File: src/rtl/vgis_pkg.sv
// Shared widths, opcodes and constants of the vector generator instruction step.
package vgis_pkg;

    localparam int FRAC_BITS_DEF   = 16;
    localparam int STACK_DEPTH_DEF = 4;

    localparam int WORD_W  = 16;
    localparam int OP_W    = 4;
    localparam int BEAM_W  = 32;
    localparam int MAG_W   = 10;
    localparam int VEC_W   = MAG_W + 1;
    localparam int TEMP_W  = 4;
    localparam int Z_W     = 4;
    localparam int INT_W   = 7;
    localparam int POS_W   = 14;
    localparam int DISP_W  = 19;

    // Scale value at which the vector delta is neither shifted left nor right.
    localparam int SHIFT_PIVOT = 9;

    // Display mapping: beam fixed point to display units.
    localparam int DISP_SHIFT  = 11;
    localparam int DISP_OFFSET = 17000;

    // Center about which positions are mirrored, on a normal and on a flipped screen.
    localparam int POS_CENTER = 1024;

    // A vector draws a visible line only when its z is above this value.
    localparam int Z_DRAW_MIN = 1;

    localparam logic [WORD_W-1:0] PC_RESET = 16'h8000;
    localparam logic [WORD_W-1:0] PC_STEP  = 16'd2;

    localparam logic [OP_W-1:0] OP_LONG_LAST = 4'h9;
    localparam logic [OP_W-1:0] OP_POS       = 4'hA;
    localparam logic [OP_W-1:0] OP_HALT      = 4'hB;
    localparam logic [OP_W-1:0] OP_CALL      = 4'hC;
    localparam logic [OP_W-1:0] OP_RET       = 4'hD;
    localparam logic [OP_W-1:0] OP_JUMP      = 4'hE;
    localparam logic [OP_W-1:0] OP_SHORT     = 4'hF;

endpackage

File: src/rtl/vector_generator_instruction_step.sv
// Top level of the vector generator instruction step.
//
// This block executes one vector-generator instruction per transfer on the
// s_ channel and returns one result transfer on the m_ channel. Each input
// gives the instruction word at the current program address together with
// the word after it; the result gives the next fetch address, the line that
// a visible vector draws (already mapped to display units), its intensity,
// the vector time and the halt and stack-error flags. The block keeps the
// program address, a return stack of STACK_DEPTH entries, the global scale
// and the fixed-point beam position with FRAC_BITS fraction bits. An item
// passes from the input register into the result register, and the
// sustained rate is one instruction per cycle while the sink is ready; the
// update of the architectural state at each executed instruction is what
// sets that rate. Both registers keep moving while the sink is ready, and a
// new transfer is taken while a result waits as long as the input register
// is free. screen_flip is written through cfg_wr_en and cfg_wr_data and
// should only change while no instruction is in flight.
module vector_generator_instruction_step
    import vgis_pkg::*;
#(
    parameter int FRAC_BITS   = FRAC_BITS_DEF,
    parameter int STACK_DEPTH = STACK_DEPTH_DEF
) (
    input  logic                     aclk,
    input  logic                     aresetn,

    input  logic                     cfg_wr_en,
    input  logic                     cfg_wr_data,

    input  logic                     s_valid,
    output logic                     s_ready,
    input  logic [WORD_W-1:0]        s_first_word,
    input  logic [WORD_W-1:0]        s_second_word,
    input  logic                     s_restart,

    output logic                     m_valid,
    input  logic                     m_ready,
    output logic [WORD_W-1:0]        m_next_address,
    output logic                     m_draw_valid,
    output logic signed [DISP_W-1:0] m_line_x0,
    output logic signed [DISP_W-1:0] m_line_y0,
    output logic signed [DISP_W-1:0] m_line_x1,
    output logic signed [DISP_W-1:0] m_line_y1,
    output logic [INT_W-1:0]         m_intensity,
    output logic [TEMP_W-1:0]        m_time_units,
    output logic                     m_halted,
    output logic                     m_stack_error
);

    // The stack pointer must hold the depth itself; the index only the entries.
    localparam int SP_W  = $clog2(STACK_DEPTH + 1);
    localparam int IDX_W = (STACK_DEPTH > 1) ? $clog2(STACK_DEPTH) : 1;

    // Configuration.
    logic screen_flip_reg;

    // Input register.
    logic              in_valid_reg;
    logic [WORD_W-1:0] first_reg;
    logic [WORD_W-1:0] second_reg;
    logic              restart_reg;

    // Architectural state.
    logic [WORD_W-1:0] pc_reg;
    logic [SP_W-1:0]   sp_reg;
    logic [TEMP_W-1:0] scale_reg;
    logic [BEAM_W-1:0] beam_x_reg;
    logic [BEAM_W-1:0] beam_y_reg;
    logic              halt_reg;
    logic [WORD_W-1:0] stack_reg [STACK_DEPTH];

    // Result register.
    logic                     out_valid_reg;
    logic [WORD_W-1:0]        next_address_reg;
    logic                     draw_valid_reg;
    logic signed [DISP_W-1:0] line_x0_reg;
    logic signed [DISP_W-1:0] line_y0_reg;
    logic signed [DISP_W-1:0] line_x1_reg;
    logic signed [DISP_W-1:0] line_y1_reg;
    logic [INT_W-1:0]         intensity_reg;
    logic [TEMP_W-1:0]        time_units_reg;
    logic                     halted_reg;
    logic                     stack_error_reg;

    // Handshake.
    logic adv_out;
    logic exec;
    logic in_take;

    // State as seen by the instruction, after an optional restart.
    logic [WORD_W-1:0] eff_pc;
    logic [SP_W-1:0]   eff_sp;
    logic [TEMP_W-1:0] eff_scale;
    logic [BEAM_W-1:0] eff_bx;
    logic [BEAM_W-1:0] eff_by;
    logic              eff_halt;

    // Decode.
    logic [OP_W-1:0]   op;
    logic              is_long;
    logic [MAG_W-1:0]  mag_x;
    logic [MAG_W-1:0]  mag_y;
    logic              neg_x;
    logic              neg_y;
    logic [TEMP_W-1:0] temp_base;
    logic [TEMP_W-1:0] vec_temp;
    logic [Z_W-1:0]    vec_z;
    logic [BEAM_W-1:0] dx;
    logic [BEAM_W-1:0] dy;

    // Execute.
    logic [WORD_W-1:0]        pc_seq;
    logic [WORD_W-1:0]        jump_target;
    logic [SP_W-1:0]          sp_dec;
    logic signed [POS_W-1:0]  pos_x;
    logic signed [POS_W-1:0]  pos_y;
    logic [BEAM_W-1:0]        nx;
    logic [BEAM_W-1:0]        ny;
    logic [WORD_W-1:0]        pc_next;
    logic [SP_W-1:0]          sp_next;
    logic [TEMP_W-1:0]        scale_next;
    logic [BEAM_W-1:0]        beam_x_next;
    logic [BEAM_W-1:0]        beam_y_next;
    logic                     halt_next;
    logic                     push_en;
    logic                     vec;
    logic                     draw;
    logic                     serr;
    logic signed [DISP_W-1:0] disp_x0;
    logic signed [DISP_W-1:0] disp_y0;
    logic signed [DISP_W-1:0] disp_x1;
    logic signed [DISP_W-1:0] disp_y1;

    // The result register advances when it is empty or being drained, and
    // the input register frees up whenever its item moves on.
    assign adv_out = !out_valid_reg || m_ready;
    assign exec    = in_valid_reg && adv_out;
    assign s_ready = !in_valid_reg || adv_out;
    assign in_take = s_valid && s_ready;

    // A restart resets all architectural state but the return stack entries before the word runs.
    always_comb begin
        eff_pc    = restart_reg ? PC_RESET : pc_reg;
        eff_sp    = restart_reg ? '0 : sp_reg;
        eff_scale = restart_reg ? '0 : scale_reg;
        eff_bx    = restart_reg ? '0 : beam_x_reg;
        eff_by    = restart_reg ? '0 : beam_y_reg;
        eff_halt  = restart_reg ? 1'b0 : halt_reg;
    end

    // Vector operand decode for long and short vectors. The flipped screen
    // negates both components.
    always_comb begin
        op      = first_reg[WORD_W-1:WORD_W-OP_W];
        is_long = (op <= OP_LONG_LAST);
        if (is_long) begin
            mag_y     = first_reg[MAG_W-1:0];
            neg_y     = first_reg[10] ^ screen_flip_reg;
            mag_x     = second_reg[MAG_W-1:0];
            neg_x     = second_reg[10] ^ screen_flip_reg;
            temp_base = op;
            vec_z     = second_reg[WORD_W-1:WORD_W-Z_W];
        end else begin
            mag_y     = {first_reg[9:8], 8'b0};
            neg_y     = first_reg[10] ^ screen_flip_reg;
            mag_x     = {first_reg[1:0], 8'b0};
            neg_x     = first_reg[2] ^ screen_flip_reg;
            temp_base = TEMP_W'(2) + {2'b00, first_reg[3], first_reg[11]};
            vec_z     = first_reg[7:4];
        end
        vec_temp = temp_base + eff_scale;
    end

    vgis_delta #(
        .FRAC_BITS (FRAC_BITS)
    ) u_delta_x (
        .mag   (mag_x),
        .neg   (neg_x),
        .temp  (vec_temp),
        .delta (dx)
    );

    vgis_delta #(
        .FRAC_BITS (FRAC_BITS)
    ) u_delta_y (
        .mag   (mag_y),
        .neg   (neg_y),
        .temp  (vec_temp),
        .delta (dy)
    );

    // Instruction execution and the next architectural state.
    always_comb begin
        pc_seq      = eff_pc + PC_STEP;
        jump_target = PC_RESET + WORD_W'({first_reg[12:0], 1'b0});
        sp_dec      = eff_sp - SP_W'(1);

        // Position: the y axis is always mirrored about the center, and the
        // flipped screen mirrors both axes once more.
        pos_x = {{(POS_W-12){second_reg[11]}}, second_reg[11:0]};
        pos_y = {{(POS_W-12){first_reg[11]}}, first_reg[11:0]};
        if (screen_flip_reg) begin
            pos_x = POS_W'(POS_CENTER) - pos_x;
        end else begin
            pos_y = POS_W'(POS_CENTER) - pos_y;
        end

        nx = eff_bx + dx;
        ny = eff_by - dy;

        pc_next     = eff_pc;
        sp_next     = eff_sp;
        scale_next  = eff_scale;
        beam_x_next = eff_bx;
        beam_y_next = eff_by;
        halt_next   = eff_halt;
        push_en     = 1'b0;
        vec         = 1'b0;
        draw        = 1'b0;
        serr        = 1'b0;

        if (!eff_halt) begin
            pc_next = pc_seq;
            if (is_long) begin
                pc_next = pc_seq + PC_STEP;
                vec     = 1'b1;
            end else begin
                unique case (op)
                    OP_SHORT: begin
                        vec = 1'b1;
                    end
                    OP_POS: begin
                        pc_next     = pc_seq + PC_STEP;
                        scale_next  = second_reg[WORD_W-1:WORD_W-TEMP_W];
                        beam_x_next = {{(BEAM_W-POS_W){pos_x[POS_W-1]}}, pos_x} << FRAC_BITS;
                        beam_y_next = {{(BEAM_W-POS_W){pos_y[POS_W-1]}}, pos_y} << FRAC_BITS;
                    end
                    OP_HALT: begin
                        halt_next = 1'b1;
                    end
                    OP_CALL: begin
                        if (eff_sp < SP_W'(STACK_DEPTH)) begin
                            push_en = 1'b1;
                            sp_next = eff_sp + SP_W'(1);
                            pc_next = jump_target;
                        end else begin
                            serr = 1'b1;
                        end
                    end
                    OP_RET: begin
                        if (eff_sp != '0) begin
                            sp_next = sp_dec;
                            pc_next = stack_reg[sp_dec[IDX_W-1:0]];
                        end else begin
                            serr = 1'b1;
                        end
                    end
                    OP_JUMP: begin
                        pc_next = jump_target;
                    end
                    default: begin
                    end
                endcase
            end

            if (vec) begin
                beam_x_next = nx;
                beam_y_next = ny;
                draw = (vec_z > Z_W'(Z_DRAW_MIN)) && ((dx != '0) || (dy != '0));
            end
        end

        // Display mapping keeps only the bits that survive the 19-bit wrap.
        disp_x0 = eff_bx[DISP_SHIFT+DISP_W-1:DISP_SHIFT] - DISP_W'(DISP_OFFSET);
        disp_y0 = DISP_W'(DISP_OFFSET) - eff_by[DISP_SHIFT+DISP_W-1:DISP_SHIFT];
        disp_x1 = nx[DISP_SHIFT+DISP_W-1:DISP_SHIFT] - DISP_W'(DISP_OFFSET);
        disp_y1 = DISP_W'(DISP_OFFSET) - ny[DISP_SHIFT+DISP_W-1:DISP_SHIFT];
    end

    // Control and architectural state.
    always_ff @(posedge aclk) begin
        if (!aresetn) begin
            screen_flip_reg <= 1'b0;
            in_valid_reg    <= 1'b0;
            out_valid_reg   <= 1'b0;
            pc_reg          <= PC_RESET;
            sp_reg          <= '0;
            scale_reg       <= '0;
            beam_x_reg      <= '0;
            beam_y_reg      <= '0;
            halt_reg        <= 1'b0;
        end else begin
            if (cfg_wr_en) begin
                screen_flip_reg <= cfg_wr_data;
            end
            if (in_take) begin
                in_valid_reg <= 1'b1;
            end else if (exec) begin
                in_valid_reg <= 1'b0;
            end
            if (adv_out) begin
                out_valid_reg <= in_valid_reg;
            end
            if (exec) begin
                pc_reg     <= pc_next;
                sp_reg     <= sp_next;
                scale_reg  <= scale_next;
                beam_x_reg <= beam_x_next;
                beam_y_reg <= beam_y_next;
                halt_reg   <= halt_next;
            end
        end
    end

    // Payload registers and the return stack carry no reset.
    always_ff @(posedge aclk) begin
        if (in_take) begin
            first_reg   <= s_first_word;
            second_reg  <= s_second_word;
            restart_reg <= s_restart;
        end
        if (exec && push_en) begin
            stack_reg[eff_sp[IDX_W-1:0]] <= pc_seq;
        end
        if (exec) begin
            next_address_reg <= pc_next;
            draw_valid_reg   <= draw;
            line_x0_reg      <= draw ? disp_x0 : '0;
            line_y0_reg      <= draw ? disp_y0 : '0;
            line_x1_reg      <= draw ? disp_x1 : '0;
            line_y1_reg      <= draw ? disp_y1 : '0;
            intensity_reg    <= draw ? {vec_z, 3'b000} : '0;
            time_units_reg   <= vec ? vec_temp : '0;
            halted_reg       <= halt_next;
            stack_error_reg  <= serr;
        end
    end

    assign m_valid        = out_valid_reg;
    assign m_next_address = next_address_reg;
    assign m_draw_valid   = draw_valid_reg;
    assign m_line_x0      = line_x0_reg;
    assign m_line_y0      = line_y0_reg;
    assign m_line_x1      = line_x1_reg;
    assign m_line_y1      = line_y1_reg;
    assign m_intensity    = intensity_reg;
    assign m_time_units   = time_units_reg;
    assign m_halted       = halted_reg;
    assign m_stack_error  = stack_error_reg;

    // The stack pointer never runs past the stack depth.
    assert property (@(posedge aclk) disable iff (!aresetn)
        sp_reg <= SP_W'(STACK_DEPTH))
        else $error("stack pointer beyond stack depth");

    // A halted result never draws and never reports vector time.
    assert property (@(posedge aclk) disable iff (!aresetn)
        (m_valid && m_halted) |-> (!m_draw_valid && (m_time_units == '0)))
        else $error("halted result carries a vector");

    // A refused call or return without restart neither draws nor moves the beam.
    assert property (@(posedge aclk) disable iff (!aresetn)
        (exec && serr && !restart_reg)
            |=> ($stable(beam_x_reg) && $stable(beam_y_reg) && !draw_valid_reg))
        else $error("stack error changed the beam");

    // While halted, an instruction without restart leaves the address alone.
    assert property (@(posedge aclk) disable iff (!aresetn)
        (exec && halt_reg && !restart_reg) |=> $stable(pc_reg))
        else $error("halted step moved the program address");

    // A result only appears after an item has left the input register.
    assert property (@(posedge aclk) disable iff (!aresetn)
        $rose(out_valid_reg) |-> $past(in_valid_reg))
        else $error("result without an executed instruction");

endmodule

File: src/rtl/vgis_delta.sv
// Scaled beam delta of one vector component.
module vgis_delta
    import vgis_pkg::*;
#(
    parameter int FRAC_BITS = FRAC_BITS_DEF
) (
    input  logic [MAG_W-1:0]  mag,
    input  logic              neg,
    input  logic [TEMP_W-1:0] temp,
    output logic [BEAM_W-1:0] delta
);

    logic signed [VEC_W-1:0] comp;
    logic [BEAM_W-1:0]       scaled;
    logic [TEMP_W-1:0]       amt;

    always_comb begin
        comp   = neg ? -$signed({1'b0, mag}) : $signed({1'b0, mag});
        scaled = {{(BEAM_W-VEC_W){comp[VEC_W-1]}}, comp} << FRAC_BITS;
        // Scale values above the pivot turn the right shift into a left shift.
        if (temp <= TEMP_W'(SHIFT_PIVOT)) begin
            amt   = TEMP_W'(SHIFT_PIVOT) - temp;
            delta = $unsigned($signed(scaled) >>> amt);
        end else begin
            amt   = temp - TEMP_W'(SHIFT_PIVOT);
            delta = scaled << amt;
        end
    end

endmodule

File: config.mk
export PLATFORM = sky130hd
export DESIGN_NAME = vector_generator_instruction_step
export DESIGN_NICKNAME = d
export VERILOG_FILES = /design/src/rtl/vgis_pkg.sv /design/src/rtl/vector_generator_instruction_step.sv /design/src/rtl/vgis_delta.sv
export SDC_FILE = /design/constraint.sdc
export NUM_CORES = 1
export LEC_CHECK = 0
export CAP_MARGIN = 10
export CORE_ASPECT_RATIO = 0.9
export CORE_MARGIN = 3
export CORE_UTILIZATION = 55
export DETAILED_ROUTE_END_ITERATION = 7
export DONT_BUFFER_PORTS = 1
export PLACE_DENSITY = 0.8
export SLEW_MARGIN = 20
export SYNTH_ARGS = -nofsm -noshare
export SYNTH_HDL_FRONTEND = slang
export SYNTH_SLANG_ARGS = --single-unit
File: constraint.sdc
create_clock -name aclk -period 8.7 [get_ports aclk]
set_input_delay 1.305 -clock aclk [delete_from_list [all_inputs] [get_ports aclk]]
set_output_delay 1.305 -clock aclk [all_outputs]
set_load 0.1 [all_outputs]
[Word level (Yosys, flattened, before mapping)]
Memory sizes are Yosys's and may differ from the RTL's.
Index checks and enable logic that the tools add are counted.
Word-level totals
  flip-flop bits (word level): 230
  memory bits (writable): 64
  bits of input ports: 39
  output and inout port bits: 108
  logic and storage cells: 132
  memories kept: 1
Memory list
  stack_reg: words 4, bits a word 16, read ports 1, clocked after memory_dff 0, write ports 1, line vector_generator_instruction_step.sv:70  | logic [WORD_W-1:0] stack_reg [STACK_DEPTH];
Operators by class
  add/sub/neg operators: 19
  $lt $le $gt $ge: 4
  equal/unequal tests: 6
  shifts and indexed selects: 4
  mux-type cells: 58
  bitwise gates (word level): 3
  reduce and logical (&&, ||, !) cells: 14
Operators with widths (number)
  $mux 32: 12
  $mux 16: 5
  $pmux 16 s4: 1
  $reduce_bool 32->1: 2
  $shl 32x4->32: 2
  $sshr 27x4->32: 2
  $sub 15x19->19 const A: 2
  $sub 19x15->19 const B: 2
  $add 16x2->16 const B: 2
  $add 32x32->32: 1
  $sub 32x32->32: 1
  $mux 14: 2
  $sub 12x12->13 const A: 2
  $eq 4x4->1 const B: 6
  $mux 4: 6
  $mux 11: 2
  $neg 10->11: 2
  $mux 1: 21
  $add 16x14->16 const A: 1
  $mux 3: 5
  $mux 10: 1
  $le 4x4->1 const B: 2
  $mux 8: 1
  $pmux 3 s2: 1
  other kinds (16): 24

[Longest topological paths before layout]
Gate-level depths: netlist of run 1.
  word-level depth: 11
  depth in mapped cells: 39
  mapped depth without buffers: 29

[Modules after synthesis]
A second synthesis of run 1 with hierarchy kept.
Unflattened totals
  cells, all modules: 2483
  area total of the unflattened synthesis: 22047.4 um^2
By module, submodules not included
  vector_generator_instruction_step: instances 1, cells an instance 1797, area an instance 17635.7 um^2, sequential area each 7747.4 um^2
  vgis_delta: instances 2, cells an instance 343, area an instance 2205.9 um^2, sequential area each 0.0 um^2

[Worst setup path after synthesis of run 1]
No wires, ideal clock.
  kind: register to register
  start: register restart_reg
  end: register line_y1_reg[18] (netlist: m_line_y1[18]), data pin
  library setup time: 0.259 ns
  data arrival time: 8.907 ns
  required time: 8.441 ns
  slack: -0.466 ns
  stages on the path, launching flop included: 37
  period minus slack after synthesis: 9.166 ns
  cell sequence: edfxtp_1 > clkbuf_1 > buf_1 > buf_1 > clkbuf_1 > clkbuf_1 > clkbuf_1 > buf_1 > nor2b_1 > ha_1 > inv_1 > clkbuf_1 > buf_1 > clkbuf_1 > clkbuf_1 > ha_1 > or2_2 > a221oi_1 > mux2_2 > nor2_1 > clkbuf_1 > clkbuf_1 > nand3_1 > ha_1 > o21ai_0 > a21oi_1 > o31ai_1 > a21oi_1 > o311ai_0 > or3b_1 > clkbuf_1 > a311oi_1 > nor2_1 > o311ai_0 > or3_1 > o21ai_0 > nor3b_1
Between the ends
  word-level cells in the longest chain between the ends: 10
  elaborated cells between the ends (all ways): 21
  those cells by class: add/sub: 5; order compare: 1; shift: 4; mux: 7; reduce/logical: 4
Ends and longest elaborated chain
  from (decl): line vector_generator_instruction_step.sv:61  | logic restart_reg;
  from (signal assigned): line vector_generator_instruction_step.sv:320  | restart_reg <= s_restart;
  $mux 4 *: line vector_generator_instruction_step.sv:145  | eff_scale = restart_reg ? '0 : scale_reg;
  $add 4x4->4 *: line vector_generator_instruction_step.sv:171  | vec_temp = temp_base + eff_scale;
  net u_delta_x.temp[0]: line vgis_delta.sv:9  | input logic [TEMP_W-1:0] temp,
  parallel branches: the longest is 8 deep, another holds $sub 32x32->32
  to (signal assigned): line vector_generator_instruction_step.sv:331  | line_y1_reg <= draw ? disp_y1 : '0;
  to (decl): line vector_generator_instruction_step.sv:79  | logic signed [DISP_W-1:0] line_y1_reg;
Mark *: on every way through the listed nets, which the timed path passes.
A chain may end at the register's enable or synchronous reset.

[Worst setup path after layout of run 1]
  start: register first_reg[14]
  end: register line_y1_reg[18] (netlist: m_line_y1[18]), data pin
Between the ends
  word-level cells in the longest chain between the ends: 11
  elaborated cells between the ends (all ways): 33
  those cells by class: add/sub: 7; order compare: 3; eq/ne: 1; shift: 4; mux: 14; reduce/logical: 4
Ends and longest elaborated chain
  from (decl): line vector_generator_instruction_step.sv:59  | logic [WORD_W-1:0] first_reg;
  from (signal assigned): line vector_generator_instruction_step.sv:318  | first_reg <= s_first_word;
  parallel branches: the longest is 11 deep, another holds $sub 32x32->32
Several ways; the timed one is not identified. The select of a mux whose other input is x is not followed.

==> metrics.txt, run 1 <==
Clock Tree Buf Depth=3; Lkg Pwr=8.42 nW; worst vdd ir=176 µV; Post-CTS Resized=0; post-layout net count=2485; post-CTS setup-driven buffer insertion count=0; Max Fclk=123 MHz; kind of end point of the critical path=flip-flop; clock tree from TritonCTS=yes; residual antenna-violating net count after detailed routing=0; critical path data required time=between 9000 and 10000 ps; worst-path cell with the longest stage delay=sky130_fd_sc_hd__edfxtp_1; actual slew at the worst max-slew pin=approximately 1200 ps; count of warnings emitted by yosys=0; Syn Area/Cell=between 8 and 9 µm²; number of flip-flops in the largest register=between 60 and 70; count of maximum capacitance violations=0; detailed router's first-iteration violation count=slightly above 3000; sequential area share after synthesis=between 30% and 40%; kind of launch point of the worst setup path=flip-flop; Die H=roughly 190 µm; Layout Skew=10.4 ps; die area=40800 µm²; Cell Pwr Density=roughly 230 nW/µm²; number of buffer cells added on primary ports=0; die boundary width=213 µm; Final Max Slew Viols=0; final clock period utilization by the worst path=93.5%; cell family contributing the most delay on the critical path=compound AO/OA/AOI/OAI gates; cell area after technology mapping=21100 µm²; # setup viols final=0; arrival time at the worst endpoint=8460 ps; std cell rows=67; post-layout total power=5.18 mW; count of unresolved DRC violations after routing=0; global router's overall resource usage=36.9%; number of placed I/O pins=approximately 150; min Tclk post-route=8130 ps; Seq cells post-synth=285; number of flops mapped to enable cells by yosys=200; final instance count without filler cells=2874; GP Congestion=1.06; number of stages on the worst setup path=27; clock transition time at the flip-flop clock pins of the worst setup and hold paths=60 ps; setup repair after global routing missed its margin=false; first-pass GRT wire length=between 100000 and 150000 µm; setup slack after layout=570 ps; Setup Slack @ Placement=roughly 780 ps; maximum fanout along the worst path=19; dominant register cell in the synthesized netlist=sky130_fd_sc_hd__edfxtp_1; Routed Wire Length=77200 µm; number of distinct library cells after synthesis=103; number of buffer and inverter instances along the worst setup path=3; most used cells in the layout excluding fill and tap cells=sky130_fd_sc_hd__nor2_1, sky130_fd_sc_hd__nand2_1, sky130_fd_sc_hd__edfxtp_1; fraction of layout instances using a drive strength above 1=7.58%; Area growth, synth to finish=6.70%; hold path cells=2; maximum number of pins on one net before global-route repair=65; kind of path behind the tightest hold check=reg2reg; outcome=finished, final reports clean; slew margin rel.=17.9%; via count of the first global-routing pass=18471; clock latency of the later-clocked register in the worst-skew pair=600 ps; routed via count divided by cell count=7.03; global-route congestion overflow total=0; total negative slack for setup checks=0 ps; CTS Buf Count=30; most common cell after layout, fill and taps aside=sky130_fd_sc_hd__nor2_1; deepest level of the CTS H-tree=1; slowest stage delay, CP=670 ps; clock sink count=285; HPWL after DPL=about 58000 µm; average wire per standard cell=26.9 µm; post-synthesis async set-or-reset flop share=0%; total iterations of the first detailed-routing run=8; tightest hold margin=~450 ps; Core Footprint=37600 µm²; synthesized netlist cell count=roughly 2400; depth of the worst register-to-register path=27; Initial Utilization=56.3%; buffer cell driving the clock tree root=sky130_fd_sc_hd__clkbuf_16; hold-fix buffer count after cts=0; placed cells=2816; total via count after detailed routing=approximately 20000; class of the most critical setup path=reg2reg; number of failing hold endpoints at the final stage=0; antenna violations before repair=1
## layer usage
layer | share of wire (%) | GRT usage (%) | wire length [µm] | vias up
li1 | - | - | - | 8954
met1 | 41 | 52.2 | 31600 | 9633
met2 | 43 | 55.3 | 32900 | 1395
met3 | 12 | 7.72 | 8930 | 209
met4 | 4.9 | 15.0 | 3820 | 0
met5 | 0 | 0 | 0 | -
## power breakdown
group	internal, mW	switching [mW]
clock network	0.743	0.564
registers	1.58	0.421
logic	0.628	1.24
total	2.95	2.23
## per-stage QoR
step                instance area [µm²]  utilization (%)
finish                            22500             60.0
global route                      22500             60.0
CTS                               22500             60.0
detailed placement                21500             57.4
global placement                  21500             57.4
floorplan                         21100                -
## synth_stat cells, types with 24 or more instances
master / instances / area share (%)
sky130_fd_sc_hd__xor2_1: 64 / 2.7
sky130_fd_sc_hd__a211oi_1: 50 / 1.8
sky130_fd_sc_hd__nor2_1: 321 / 5.7
sky130_fd_sc_hd__nand2b_1: 25 / 0.74
sky130_fd_sc_hd__a22oi_1: 43 / 1.5
sky130_fd_sc_hd__nand2_1: 206 / 3.7
sky130_fd_sc_hd__nand4_1: 28 / 0.83
sky130_fd_sc_hd__o211ai_1: 27 / 0.96
sky130_fd_sc_hd__and2_1: 24 / 0.71
sky130_fd_sc_hd__nor3_1: 79 / 1.9
sky130_fd_sc_hd__o21ai_0: 110 / 2.6
sky130_fd_sc_hd__a21o_1: 31 / 1.1
sky130_fd_sc_hd__ha_1: 79 / 4.7
sky130_fd_sc_hd__o31ai_1: 25 / 0.89
sky130_fd_sc_hd__nand3_1: 48 / 1.1
sky130_fd_sc_hd__xnor2_1: 82 / 3.4
sky130_fd_sc_hd__edfxtp_1: 200 / 28
sky130_fd_sc_hd__a21oi_1: 172 / 4.1
sky130_fd_sc_hd__or3_1: 25 / 0.74
sky130_fd_sc_hd__nor2b_1: 68 / 2.0
sky130_fd_sc_hd__inv_1: 73 / 1.3
sky130_fd_sc_hd__clkbuf_1: 114 / 2.0
sky130_fd_sc_hd__dfxtp_1: 85 / 8.1
## path summary, 6_finish.rpt
kind | end | start | slack (ps)
hold reg to reg | beam_x_reg[25]$_SDFFE_PN0P_ | beam_x_reg[25]$_SDFFE_PN0P_ | 450
hold / removal | beam_x_reg[25]$_SDFFE_PN0P_ | beam_x_reg[25]$_SDFFE_PN0P_ | 450
setup / recovery | m_line_y1[18]$_SDFFCE_PN0P_ | first_reg[14]$_DFFE_PP_ | 570
setup reg to reg | m_line_y1[18]$_SDFFCE_PN0P_ | first_reg[14]$_DFFE_PP_ | 570
## final cells by class
cell class,instances,area (µm²)
Clock buffer,40,798
Timing Repair Buffer,53,398
Sequential cell,285,7710
Clock inverter,16,203
Fill cell,3288,15000
Tap cell,483,604
Inverter,75,284
Antenna cell,2,5.00
Multi-Input combinational cell,1920,12500
## cells by family (layout without fill, tap and decap cells)
family / Yosys count / count (layout) / share of synthesized area, %
DFF: 285 / 285 / 36.5
buffers and inverters: 225 / 184 / 4.39
and+or+nand+nor: 928 / 928 / 21.1
other: 1 / 5 / 0.0177
AOI/OAI and AO/OA: 713 / 713 / 23.2
adders and majority gates: 81 / 81 / 4.87
xor gates and xnor gates: 151 / 151 / 6.53
muxes: 44 / 44 / 3.42
## worst min-delay path: stages, from the launching register on
cell	delay (ps)
sky130_fd_sc_hd__dfxtp_1	300
sky130_fd_sc_hd__nand2_1	50
sky130_fd_sc_hd__a21oi_1	50
Note: power is estimated with default switching activity, not from simulation.
==> inputs of run 2 (changes only) <==
- CELL_PAD_IN_SITES_DETAIL_PLACEMENT: not set -> 1
- CELL_PAD_IN_SITES_GLOBAL_PLACEMENT: not set -> 1
- CORE_UTILIZATION: 55 -> 45
- PLACE_DENSITY: 0.8 -> 0.84
==> metrics.txt, run 2 (synthesis results as in run 1) <==
Max Fclk=120 MHz (-2.2%); maximum number of pins on one net before global-route repair=77 (+18%); hold path startpoint=sp_reg[0]$_SDFFE_PN0P_; Lkg Pwr=8.43 nW (+0.12%); depth of the worst register-to-register path=27 (unchanged); kind of launch point of the worst setup path=flip-flop; detailed router's first-iteration violation count=2349 (-25%); clock sink count=285 (unchanged); most common cell after layout, fill and taps aside=sky130_fd_sc_hd__nor2_1; arrival time at the worst endpoint=8740 ps (+280 ps); final instance count without filler cells=3002 (+4.5%); number of flip-flops in the largest register=64 (unchanged); min Tclk post-route=8310 ps (+184 ps); maximum fanout along the worst path=30 (+11); placed cells=2945 (+4.6%); antenna violations before repair=5 (+4); worst reg-to-reg setup slack=390 ps (-180 ps); setup repair after global routing missed its margin=true; die boundary width=234 µm (+10%); GP Congestion=1.01 (-4.3%); die area=49600 µm² (+22%); tightest hold margin=455 ps (+4.33 ps); hold path cells=2 (unchanged); buffer cell driving the clock tree root=sky130_fd_sc_hd__clkbuf_16; fraction of layout instances using a drive strength above 1=7.94% (+0.36 points); global router's overall resource usage=35.3% (-1.7 points); routed via count divided by cell count=6.84 (-2.7%); total iterations of the first detailed-routing run=6 (-2); std cell rows=74 (+10%); Routed Wire Length=89100 µm (+15%); deepest level of the CTS H-tree=1 (unchanged); most used cells in the layout excluding fill and tap cells=sky130_fd_sc_hd__nor2_1, sky130_fd_sc_hd__nand2_1, sky130_fd_sc_hd__edfxtp_1; class of the most critical setup path=reg2reg; post-layout net count=2489 (+0.16%); critical register-to-register path startpoint=first_reg[13]$_DFFE_PP_; setup slack after layout=385 ps (-184 ps); clock latency of the later-clocked register in the worst-skew pair=620 ps (+20 ps); Clock Tree Buf Depth=3 (unchanged); first-pass GRT wire length=132000 µm (+15%); Design Area, Final=22800 µm² (+0.95%); global-route congestion overflow total=0 (unchanged); total via count after detailed routing=20519 (+1.6%); via count of the first global-routing pass=20115 (+8.9%); worst vdd ir=148 µV (-16%); Initial Utilization=46.0% (-10 points); final clock period utilization by the worst path=95.6% (+2.1 points); number of placed I/O pins=147 (unchanged); total negative slack for setup checks=0 ps (unchanged); kind of path behind the tightest hold check=reg2reg; kind of end point of the critical path=flip-flop; post-CTS setup-driven buffer insertion count=0 (unchanged); critical path data required time=9120 ps (+90 ps); hold-fix buffer count after cts=0 (unchanged); end of the worst hold path=sp_reg[0]$_SDFFE_PN0P_; number of buffer cells added on primary ports=0 (unchanged); outcome=finished, final reports clean; Core Footprint=45900 µm² (+22%); count of maximum capacitance violations=0 (unchanged); residual antenna-violating net count after detailed routing=0 (unchanged); Setup Slack @ Placement=450 ps (-325 ps); clock transition time at the flip-flop clock pins of the worst setup and hold paths=60 ps (about the same); Worst R2R End=m_line_x1[18]$_SDFFCE_PN0P_; HPWL after DPL=67700 µm (+17%); CTS Buf Count=30 (unchanged); number of failing hold endpoints at the final stage=0 (unchanged); Post-CTS Resized=0 (unchanged); Die H=212 µm (+10%); clock tree from TritonCTS=yes; count of unresolved DRC violations after routing=0 (unchanged); Cell Pwr Density=229 nW/µm² (about the same); average wire per standard cell=29.7 µm (+11%); Area growth, synth to finish=7.72%; Final Max Slew Viols=0 (unchanged); Layout Skew=21.9 ps (+11.5 ps); actual slew at the worst max-slew pin=1210 ps (-10.1 ps); # setup viols final=0 (unchanged); slew margin rel.=18.3% (+0.43 points); cell area after placement=21800 µm² (+1.1%)
-- run 2: cell type report --
class	instances	area, µm²
well taps	608	761
flip-flops and latches	285	7710
clock buffers	46	841
repair buffers	57	440
diodes	1	2.50
fillers	5396	23200
clock inverters	10	105
multi-input cells	1920	12600
inverters	75	287
-- run 2: worst max-delay path by stage --
stage,slack [ps],from,endpoint
floorplan,40,restart_reg$_DFFE_PP_,m_line_y1[18]$_SDFFCE_PN0P_
global placement,720,first_reg[14]$_DFFE_PP_,m_line_y1[18]$_SDFFCE_PN0P_
detailed placement,450,first_reg[14]$_DFFE_PP_,m_line_y1[18]$_SDFFCE_PN0P_
CTS,330,first_reg[14]$_DFFE_PP_,m_line_y1[18]$_SDFFCE_PN0P_
global route,-3,first_reg[13]$_DFFE_PP_,m_line_x1[18]$_SDFFCE_PN0P_
finish,390,first_reg[13]$_DFFE_PP_,m_line_x1[18]$_SDFFCE_PN0P_
-- run 2: per-layer routing --
layer	routed length, µm	share of wire, %	global-route usage [%]
met1	38200	43	49.4
met2	39300	44	53.9
met3	8100	9.1	7.94
met4	3450	3.9	12.1
met5	45	0.050	0
-- run 2: power breakdown --
part	switching [mW]	internal (mW)	total (mW)	leakage, nW
Clock	0.573	0.697	1.27	0.450
Sequential	0.424	1.58	2.00	2.57
Combinational	1.31	0.642	1.95	5.41
-- run 2: critical path: stages (launching register included) --
cell	delay (ps)
sky130_fd_sc_hd__edfxtp_1	670
sky130_fd_sc_hd__o21a_1	360
sky130_fd_sc_hd__nand2_1	80
sky130_fd_sc_hd__o21ai_0	130
sky130_fd_sc_hd__ha_1	260
sky130_fd_sc_hd__inv_1	70
sky130_fd_sc_hd__fa_1	670
sky130_fd_sc_hd__buf_4	410
sky130_fd_sc_hd__inv_1	460
sky130_fd_sc_hd__buf_4	360
sky130_fd_sc_hd__and2_1	150
sky130_fd_sc_hd__a311oi_1	400
sky130_fd_sc_hd__o21ai_0	260
sky130_fd_sc_hd__and2_1	230
sky130_fd_sc_hd__nor2_1	150
sky130_fd_sc_hd__ha_1	330
sky130_fd_sc_hd__a21o_1	210
sky130_fd_sc_hd__a21oi_1	190
sky130_fd_sc_hd__nand2_1	80
sky130_fd_sc_hd__a41o_1	260
sky130_fd_sc_hd__a21bo_2	240
sky130_fd_sc_hd__a21oi_1	410
sky130_fd_sc_hd__o21ai_0	300
sky130_fd_sc_hd__a211oi_1	360
sky130_fd_sc_hd__or4b_2	190
sky130_fd_sc_hd__o2111ai_1	280
sky130_fd_sc_hd__o31ai_1	340
sky130_fd_sc_hd__nor3b_1	250
-- run 2: through the flow --
step	util, %	power, mW
6_report	49.6	5.22
5_1_grt	49.6	5.44
2_1_floorplan	-	3.29
3_3_place_gp	47.4	3.85
3_5_place_dp	47.4	3.91
4_1_cts	49.5	5.17
